## config.mk

```make
export PLATFORM = sky130hd
export DESIGN_NAME = pll_fraction_register_encoder_top
export DESIGN_NICKNAME = d
export VERILOG_FILES = /design/src/pfre_pkg.sv /design/src/pfre_div_cell.sv /design/src/pfre_byte_out.sv /design/src/pll_fraction_register_encoder_top.sv
export VERILOG_INCLUDE_DIRS = /design/src /design/src/src
export SDC_FILE = /design/constraint.sdc
export NUM_CORES = 2
export LEC_CHECK = 0
export ABC_AREA = 1
export BUFFER_PORTS_ARGS = -buffer_cell sky130_fd_sc_hd__buf_2
export CORE_ASPECT_RATIO = 1.2
export CORE_MARGIN = 2
export CORE_UTILIZATION = 63
export CTS_CLUSTER_DIAMETER = 50
export CTS_CLUSTER_SIZE = 8
export DETAILED_ROUTE_END_ITERATION = 10
export PLACE_DENSITY = 0.79
export SLEW_MARGIN = 20
export SYNTH_ARGS = -nofsm -noshare
export SYNTH_HDL_FRONTEND = slang
export SYNTH_SLANG_ARGS = --single-unit
```

## constraint.sdc

```tcl
create_clock -name clk -period 3.62 [get_ports clk]
set_input_delay 0.724 -clock clk [delete_from_list [all_inputs] [get_ports clk]]
set_output_delay 0.724 -clock clk [all_outputs]
set_load 0.02 [all_outputs]
```

## src/assert_macros.svh

```systemverilog
// ----------------------------------------------------------------------------
// Assertion macros shared by the encoder RTL.
// ----------------------------------------------------------------------------
`ifndef ASSERT_MACROS_SVH
`define ASSERT_MACROS_SVH

// Same-cycle implication, checked on every rising edge outside reset.
`define ASSERT_SAME(label, ante, cons, msg) \
    label: assert property (@(posedge clk) disable iff (!rst_n) (ante) |-> (cons)) \
        else $error(msg);

// Next-cycle implication, checked on every rising edge outside reset.
`define ASSERT_NEXT(label, ante, cons, msg) \
    label: assert property (@(posedge clk) disable iff (!rst_n) (ante) |=> (cons)) \
        else $error(msg);

`endif

```

## src/pfre_pkg.sv

```systemverilog
// ----------------------------------------------------------------------------
// pfre_pkg
// Types and constants of the fractional PLL register encoder.
// ----------------------------------------------------------------------------
package pfre_pkg;

    // Field widths.
    localparam int INT_W    = 11;
    localparam int FRAC_W   = 20;
    localparam int REG_W    = 8;
    localparam int BYTE_W   = 8;
    localparam int P1_W     = 18;

    // The numerator is scaled by 128 before the division.
    localparam int FRAC_SHIFT = 7;
    localparam int DIV_BITS   = FRAC_W + FRAC_SHIFT;

    // Eight parameter bytes per request.
    localparam int NUM_BYTES = 8;
    localparam int CNT_W     = 3;

    // Offset subtracted from P1.
    localparam logic [P1_W-1:0] P1_OFFSET = 18'd512;

    // Data travelling along the divider chain, one request per stage.
    typedef struct packed {
        logic                   valid;
        logic                   div_err;
        logic [INT_W-1:0]       mult_int;
        logic [FRAC_W-1:0]      frac_den;
        logic [REG_W-1:0]       first_reg;
        logic [FRAC_W-1:0]      rem;
        logic [DIV_BITS-1:0]    shreg;
    } stage_t;

endpackage

```

## src/pfre_div_cell.sv

```systemverilog
// ----------------------------------------------------------------------------
// pfre_div_cell
// One restoring-division cell: develops one quotient bit per request.
// ----------------------------------------------------------------------------
module pfre_div_cell
(
    input  logic             clk,
    input  logic             rst_n,
    input  pfre_pkg::stage_t stage_in,
    output pfre_pkg::stage_t stage_out
);

    logic                             valid_reg;
    pfre_pkg::stage_t                 data_reg;
    pfre_pkg::stage_t                 data_next;
    logic [pfre_pkg::FRAC_W:0]        trial;
    logic [pfre_pkg::FRAC_W:0]        diff;
    logic                             fits;

    // Bring down the next dividend bit and try to subtract the denominator.
    // The shift register takes the dividend out at the top and the quotient
    // in at the bottom.
    always_comb
    begin
        trial = {stage_in.rem, stage_in.shreg[pfre_pkg::DIV_BITS-1]};
        diff  = trial - {1'b0, stage_in.frac_den};
        fits  = (trial >= {1'b0, stage_in.frac_den});

        data_next       = stage_in;
        data_next.rem   = fits ? diff[pfre_pkg::FRAC_W-1:0]
                               : trial[pfre_pkg::FRAC_W-1:0];
        data_next.shreg = {stage_in.shreg[pfre_pkg::DIV_BITS-2:0], fits};
    end

    // Valid flag of this stage.
    always_ff @(posedge clk or negedge rst_n)
    begin
        if (!rst_n)
        begin
            valid_reg <= 1'b0;
        end
        else
        begin
            valid_reg <= stage_in.valid;
        end
    end

    // Payload of this stage.
    always_ff @(posedge clk)
    begin
        data_reg <= data_next;
    end

    always_comb
    begin
        stage_out       = data_reg;
        stage_out.valid = valid_reg;
    end

endmodule

```

## src/pfre_byte_out.sv

```systemverilog
// ----------------------------------------------------------------------------
// pfre_byte_out
// Packs P1, P2 and P3 into eight bytes and emits them one per cycle, or one error byte.
// ----------------------------------------------------------------------------
module pfre_byte_out
(
    input  logic                            clk,
    input  logic                            rst_n,
    input  pfre_pkg::stage_t                stage_in,
    output logic                            strobe,
    output logic [pfre_pkg::REG_W-1:0]      reg_addr,
    output logic [pfre_pkg::BYTE_W-1:0]     data_byte,
    output logic                            last,
    output logic                            div_error
);

    localparam int TAIL_W = (pfre_pkg::NUM_BYTES - 1) * pfre_pkg::BYTE_W;

    logic                           strobe_reg;
    logic                           strobe_next;
    logic [pfre_pkg::CNT_W-1:0]     cnt_reg;
    logic [pfre_pkg::CNT_W-1:0]     cnt_next;
    logic [pfre_pkg::REG_W-1:0]     addr_reg;
    logic [pfre_pkg::REG_W-1:0]     addr_next;
    logic [pfre_pkg::BYTE_W-1:0]    byte_reg;
    logic [pfre_pkg::BYTE_W-1:0]    byte_next;
    logic                           last_reg;
    logic                           last_next;
    logic                           err_reg;
    logic                           err_next;
    logic [TAIL_W-1:0]              tail_reg;
    logic [TAIL_W-1:0]              tail_next;
    logic [pfre_pkg::P1_W-1:0]      p1;
    logic [pfre_pkg::FRAC_W-1:0]    p2;
    logic [pfre_pkg::FRAC_W-1:0]    p3;

    // Parameters from the finished division.
    always_comb
    begin
        p3 = stage_in.frac_den;
        p2 = stage_in.rem;
        p1 = {stage_in.mult_int, {pfre_pkg::FRAC_SHIFT{1'b0}}}
             + stage_in.shreg[pfre_pkg::P1_W-1:0] - pfre_pkg::P1_OFFSET;
    end

    // A finished request loads the first byte and the seven that follow;
    // otherwise the remaining bytes shift out one per cycle.
    always_comb
    begin
        strobe_next = 1'b0;
        cnt_next    = cnt_reg;
        addr_next   = addr_reg;
        byte_next   = byte_reg;
        last_next   = 1'b0;
        err_next    = 1'b0;
        tail_next   = tail_reg;

        if (stage_in.valid)
        begin
            strobe_next = 1'b1;
            if (stage_in.div_err)
            begin
                addr_next = '0;
                byte_next = '0;
                last_next = 1'b1;
                err_next  = 1'b1;
                cnt_next  = '0;
            end
            else
            begin
                addr_next = stage_in.first_reg;
                byte_next = p3[15:8];
                cnt_next  = pfre_pkg::CNT_W'(pfre_pkg::NUM_BYTES - 1);
                tail_next = {p3[7:0],
                             6'b0, p1[17:16],
                             p1[15:8],
                             p1[7:0],
                             p3[19:16], p2[19:16],
                             p2[15:8],
                             p2[7:0]};
            end
        end
        else if (cnt_reg != '0)
        begin
            strobe_next = 1'b1;
            addr_next   = addr_reg + 8'd1;
            byte_next   = tail_reg[TAIL_W-1 -: pfre_pkg::BYTE_W];
            tail_next   = {tail_reg[TAIL_W-pfre_pkg::BYTE_W-1:0], {pfre_pkg::BYTE_W{1'b0}}};
            last_next   = (cnt_reg == pfre_pkg::CNT_W'(1));
            cnt_next    = cnt_reg - pfre_pkg::CNT_W'(1);
        end
    end

    // Control state.
    always_ff @(posedge clk or negedge rst_n)
    begin
        if (!rst_n)
        begin
            strobe_reg <= 1'b0;
            cnt_reg    <= '0;
        end
        else
        begin
            strobe_reg <= strobe_next;
            cnt_reg    <= cnt_next;
        end
    end

    // Result payload.
    always_ff @(posedge clk)
    begin
        addr_reg <= addr_next;
        byte_reg <= byte_next;
        last_reg <= last_next;
        err_reg  <= err_next;
        tail_reg <= tail_next;
    end

    assign strobe    = strobe_reg;
    assign reg_addr  = addr_reg;
    assign data_byte = byte_reg;
    assign last      = last_reg;
    assign div_error = err_reg;

endmodule

```

## src/pll_fraction_register_encoder_top.sv

```systemverilog
// ----------------------------------------------------------------------------
// pll_fraction_register_encoder_top
// Fractional PLL multisynth encoder: P1/P2/P3 and eight register bytes.
// ----------------------------------------------------------------------------
//  Channel  | Handshake         | Fields
//  ---------+-------------------+---------------------------------------------
//  request  | start, busy       | mult_int, frac_num, frac_den, first_reg
//  result   | strobe            | reg_addr, data_byte, last, div_error
//
// A request is taken on a rising edge with start high and busy low. busy then
// stays high so that requests enter at the pace of the byte serialiser that
// sends one byte per cycle.
// The request enters the first of 27 divider cells on its own edge, each cell
// develops one quotient bit, and the output register after the last cell puts
// the bytes on the result ports. A zero denominator gives one result with
// div_error and last set. The receiver cannot stall results.
// Reset clears the valid flags of the chain and the serialiser.
// ----------------------------------------------------------------------------
`include "assert_macros.svh"

module pll_fraction_register_encoder_top
(
    input  logic                            clk,
    input  logic                            rst_n,
    input  logic                            start,
    output logic                            busy,
    input  logic [pfre_pkg::INT_W-1:0]      mult_int,
    input  logic [pfre_pkg::FRAC_W-1:0]     frac_num,
    input  logic [pfre_pkg::FRAC_W-1:0]     frac_den,
    input  logic [pfre_pkg::REG_W-1:0]      first_reg,
    output logic                            strobe,
    output logic [pfre_pkg::REG_W-1:0]      reg_addr,
    output logic [pfre_pkg::BYTE_W-1:0]     data_byte,
    output logic                            last,
    output logic                            div_error
);

    pfre_pkg::stage_t               chain [0:pfre_pkg::DIV_BITS];
    logic [pfre_pkg::CNT_W-1:0]     gap_reg;
    logic [pfre_pkg::CNT_W-1:0]     gap_next;
    logic                           accept;

    assign accept = start && !busy;
    assign busy   = (gap_reg != '0);

    // Request spacing: hold busy for the rest of the slot that one byte burst takes.
    always_comb
    begin
        gap_next = gap_reg;
        if (accept)
        begin
            gap_next = pfre_pkg::CNT_W'(pfre_pkg::NUM_BYTES - 1);
        end
        else if (gap_reg != '0)
        begin
            gap_next = gap_reg - pfre_pkg::CNT_W'(1);
        end
    end

    always_ff @(posedge clk or negedge rst_n)
    begin
        if (!rst_n)
        begin
            gap_reg <= '0;
        end
        else
        begin
            gap_reg <= gap_next;
        end
    end

    // Head of the divider chain: scaled numerator, empty remainder.
    always_comb
    begin
        chain[0].valid     = accept;
        chain[0].div_err   = (frac_den == '0);
        chain[0].mult_int  = mult_int;
        chain[0].frac_den  = frac_den;
        chain[0].first_reg = first_reg;
        chain[0].rem       = '0;
        chain[0].shreg     = {frac_num, {pfre_pkg::FRAC_SHIFT{1'b0}}};
    end

    // One cell per quotient bit.
    for (genvar i = 0; i < pfre_pkg::DIV_BITS; i++)
    begin : g_cell
        pfre_div_cell u_cell
        (
            .clk       (clk),
            .rst_n     (rst_n),
            .stage_in  (chain[i]),
            .stage_out (chain[i+1])
        );
    end

    // Byte packing and serialisation.
    pfre_byte_out u_out
    (
        .clk       (clk),
        .rst_n     (rst_n),
        .stage_in  (chain[pfre_pkg::DIV_BITS]),
        .strobe    (strobe),
        .reg_addr  (reg_addr),
        .data_byte (data_byte),
        .last      (last),
        .div_error (div_error)
    );

    // An error result is always the only and last result of its request.
    `ASSERT_SAME(a_err_is_last, strobe && div_error, last, "error result without last")

    // The bytes of one request leave in consecutive cycles.
    `ASSERT_NEXT(a_bytes_contiguous, strobe && !last, strobe, "gap inside a byte burst")

    // Register addresses step by one within a burst.
    `ASSERT_NEXT(a_addr_step, strobe && !last, reg_addr == $past(reg_addr) + 8'd1,
                 "register address did not advance")

    // A taken request closes the slot for the following cycle.
    `ASSERT_NEXT(a_busy_after_accept, start && !busy, busy, "busy not raised after request")

endmodule

```

==> results.sh <==
export IMPL_ys_seq_elements=2089
export IMPL_yosysUniqueCellTypes=40
export IMPL_ios=82
export IMPL_synth_top_area_share_pct=45.7
export IMPL_dp_hpwl_um=182000
export IMPL_path_buf_inv=3
export IMPL_clkSlewWorstSetupHoldPaths_ns=0.05
export IMPL_hold_end="g_cell[0].u_cell.stage_out[27]$_DFF_P_"
export IMPL_status="finished clean"
export IMPL_rr_startpoint="g_cell[15].u_cell.stage_out[74]$_DFF_P_"
export IMPL_ys_seq_area_share_pct=49.1
export IMPL_relSlewSlack_pct=46.2
export IMPL_hold_ws_ns=0.171
export IMPL_syn_area_per_cell_sq_um=7.77
export IMPL_drive_gt1_share_pct=5.40
export IMPL_final_cell_mix="nand2_1, dfxtp_1, inv_1, nor2_1, nand3_1"
export IMPL_clk_latency_ns=0.95
export IMPL_largest_register_ffs=1981
export IMPL_areaGrowthSynthToFinish_pct=12.8
export IMPL_grt_pass1_vias=72000
export IMPL_finalMaxSlewViolations=0
export IMPL_cp_arrival_ns=3.60
export IMPL_drtPass1Iterations=6
export IMPL_tightest_slew_ns=0.807
export IMPL_cts_htree_levels=5
export IMPL_crit_type="flop to flop"
export IMPL_num_vias=71300
export IMPL_grt_first_pass_wirelength_um=387000
export IMPL_drc=0
export IMPL_critPathTopFamily="simple AND/OR/NAND/NOR gates"
export IMPL_synth_nets=11800
export IMPL_globalRoute_totalOverflow=0
export IMPL_fin_crit_sh_pct=79.1
export IMPL_fmax_ghz=0.349
export IMPL_hp_start="frac_num[19]"
export IMPL_p_leak_nw=52.2
export IMPL_cts_tree="built"
export IMPL_p_per_area_mw_per_mm2=813
export IMPL_ys_warn_count=0
export IMPL_synth_edf_count=72
export IMPL_initial_utilization_pct=63.3
export IMPL_fp_row_count=149
export IMPL_port_buffers=81
export IMPL_tns_ns=0
export IMPL_maxCapViolations=0
export IMPL_crit_chain="inv_1, ha_1, inv_1, nor2_1, nand2_1, nor2_1, nand2_2, nand2_4, inv_4, nand2_1, nand2_1"
export IMPL_clockBufferDepth=4
export IMPL_drt_iter0_drc=5953
export IMPL_final_nets=12200
export IMPL_dieHeight_um=411
export IMPL_cp_slowest_stage_delay_ns=0.42
export IMPL_routed_via_density=5.30
export IMPL_gr_usage_all_layers_pct=35.4
export IMPL_skew_ns=0.0991
export IMPL_endpoint_kind="flop"
export IMPL_r2r_setup_slack_ns=0.76
export IMPL_syn_area_sq_mm=0.0869
export IMPL_ys_dominant_reg_cell="dfxtp_1"
export IMPL_grt_max_degree=70
export IMPL_async_flop_share_pct=1.63
export IMPL_wl_per_cell_um=18.7
export IMPL_rsz0062_at_grt="false"
export IMPL_peakVddDrop_uv=621
export IMPL_root_buffer="clkbuf_16"
export IMPL_final_common_cell="nand2_1"
export IMPL_cp_common_cell="nand2_1"
export IMPL_die_area_sq_mm=0.141
export IMPL_postSynthCellCount=11200
export IMPL_synth_largest_area_cell="dfxtp_1"
export IMPL_hold_class="primary input to flop"
export IMPL_period_needed_ns=2.86
export IMPL_start_kind="flop"
export IMPL_setup_violations_final=0
export IMPL_die_w_um=343
export IMPL_antenna_found_initial=12
export IMPL_worstReg2RegEnd="g_cell[16].u_cell.stage_out[38]$_DFF_P_"
export IMPL_drt_total_wl_um=252000
export IMPL_cts_resized=0
export IMPL_slowest_stage="dfxtp_1"
export IMPL_reg2reg_depth=11
export IMPL_cp_required_ns=4.35
export IMPL_finalHoldViolCount=0
export IMPL_post_cts_buffers=0
export IMPL_gp_congestion=1.01
export IMPL_critical_path_peak_fanout=24
export IMPL_numCtsBuffers=322
export IMPL_antenna_left=0
export IMPL_hold_depth=3
export IMPL_synthTopCellsByArea="dfxtp_1, nand2_1, ha_1, inv_1, nand3_1"
export IMPL_cts_sinks=2089
export IMPL_core_sq_mm=0.137
[cell type report]
class	instances	area, sq um
sequential	2089	42700
antenna	5	12.5
tap	1812	2270
clock inverter	27	315
fill	10700	39100
multi-input combinational	7176	36400
clock buffer	370	8390
inverter	1821	6900
timing repair buffer	146	1040
[power breakdown]
part	switching [mW]	internal (mW)
combinational	16.2	7.67
clock	9.94	16.3
sequential	2.58	27.1
total	28.7	51.0
[cell families after synthesis]
group	Yosys count	share of synthesized area, %
buf+inv	1915	8.93
fa+ha+maj	574	8.50
compound gates	542	3.29
flops	2089	49.1
simple gates	5797	27.5
xor+xnor	263	2.65
[what timing repair did]
action	4_1_cts	5_1_grt
hold buffers	60	0
hold endpoints to repair	93	0
setup endpoints to repair	0	0
[through the flow]
| stage | utilization [%] | instance area, sq um | power [mW] | instances | setup WS (ns) |
|---|---|---|---|---|---|
| finish | 71.5 | 98100 | 79.7 | 13400 | 0.757 |
| global route | 71.5 | 98100 | 83.9 | 13400 | 0.765 |
| global placement | 64.7 | 88800 | 52.2 | 13000 | 1.06 |
| floorplan | - | 86900 | 46.1 | 11200 | 0.910 |
| CTS | 71.5 | 98100 | 79.3 | 13400 | 0.804 |
| detailed placement | 64.7 | 88800 | 52.6 | 13000 | 1.11 |
[tightest hold or removal path: cells and delay by family]
kind	cells	cell delay (ns)
compound gates	1	0.10
buf+inv	2	0.19
[synthesized netlist by cell type (2+ instances only)]
master / count
nand2_1: 3988
ha_1: 547
dfxtp_1: 1983
or2_2: 2
clkbuf_1: 15
o21a_1: 19
edfxtp_1: 72
xor2_1: 238
nand4_1: 37
buf_6: 56
nor3_2: 11
inv_4: 26
nor3_1: 62
a21oi_1: 364
and2_1: 9
o21ai_1: 4
nand2_4: 26
nor4_1: 3
dfrtp_1: 34
nand3_2: 24
a21oi_2: 6
xnor2_1: 25
nand3b_1: 121
nor2_1: 747
o21ai_0: 119
nor2_2: 33
o21bai_1: 26
inv_1: 1787
fa_1: 27
nand3_1: 690
nand2_2: 43
a31oi_1: 2
inv_2: 7
buf_4: 21
[per-layer routing]
layer	track usage [%]	up-vias	part of all wire, %
li1	-	34900	-
met1	38.5	32400	37
met2	61.9	2972	49
met3	6.07	1016	5.9
met4	26.1	8	8.3
met5	0	-	0.020
[worst max-delay path by stage]
stage                                                 start                                         to  cells after the start
global route                         gap_reg[0]$_DFFE_PN0P_                                       busy                      4
CTS                                  gap_reg[0]$_DFFE_PN0P_                                       busy                      4
finish              g_cell[15].u_cell.stage_out[74]$_DFF_P_    g_cell[16].u_cell.stage_out[38]$_DFF_P_                     11
global placement                               frac_num[19]  g_cell[0].u_cell.stage_out[45]$_SDFF_PP0_                     11
detailed placement                             frac_num[19]  g_cell[0].u_cell.stage_out[37]$_SDFF_PP0_                     11
floorplan                      u_out.cnt_reg[0]$_DFFE_PN0P_               u_out.cnt_reg[0]$_DFFE_PN0P_                      7
Power figures use the tool's default switching activity.
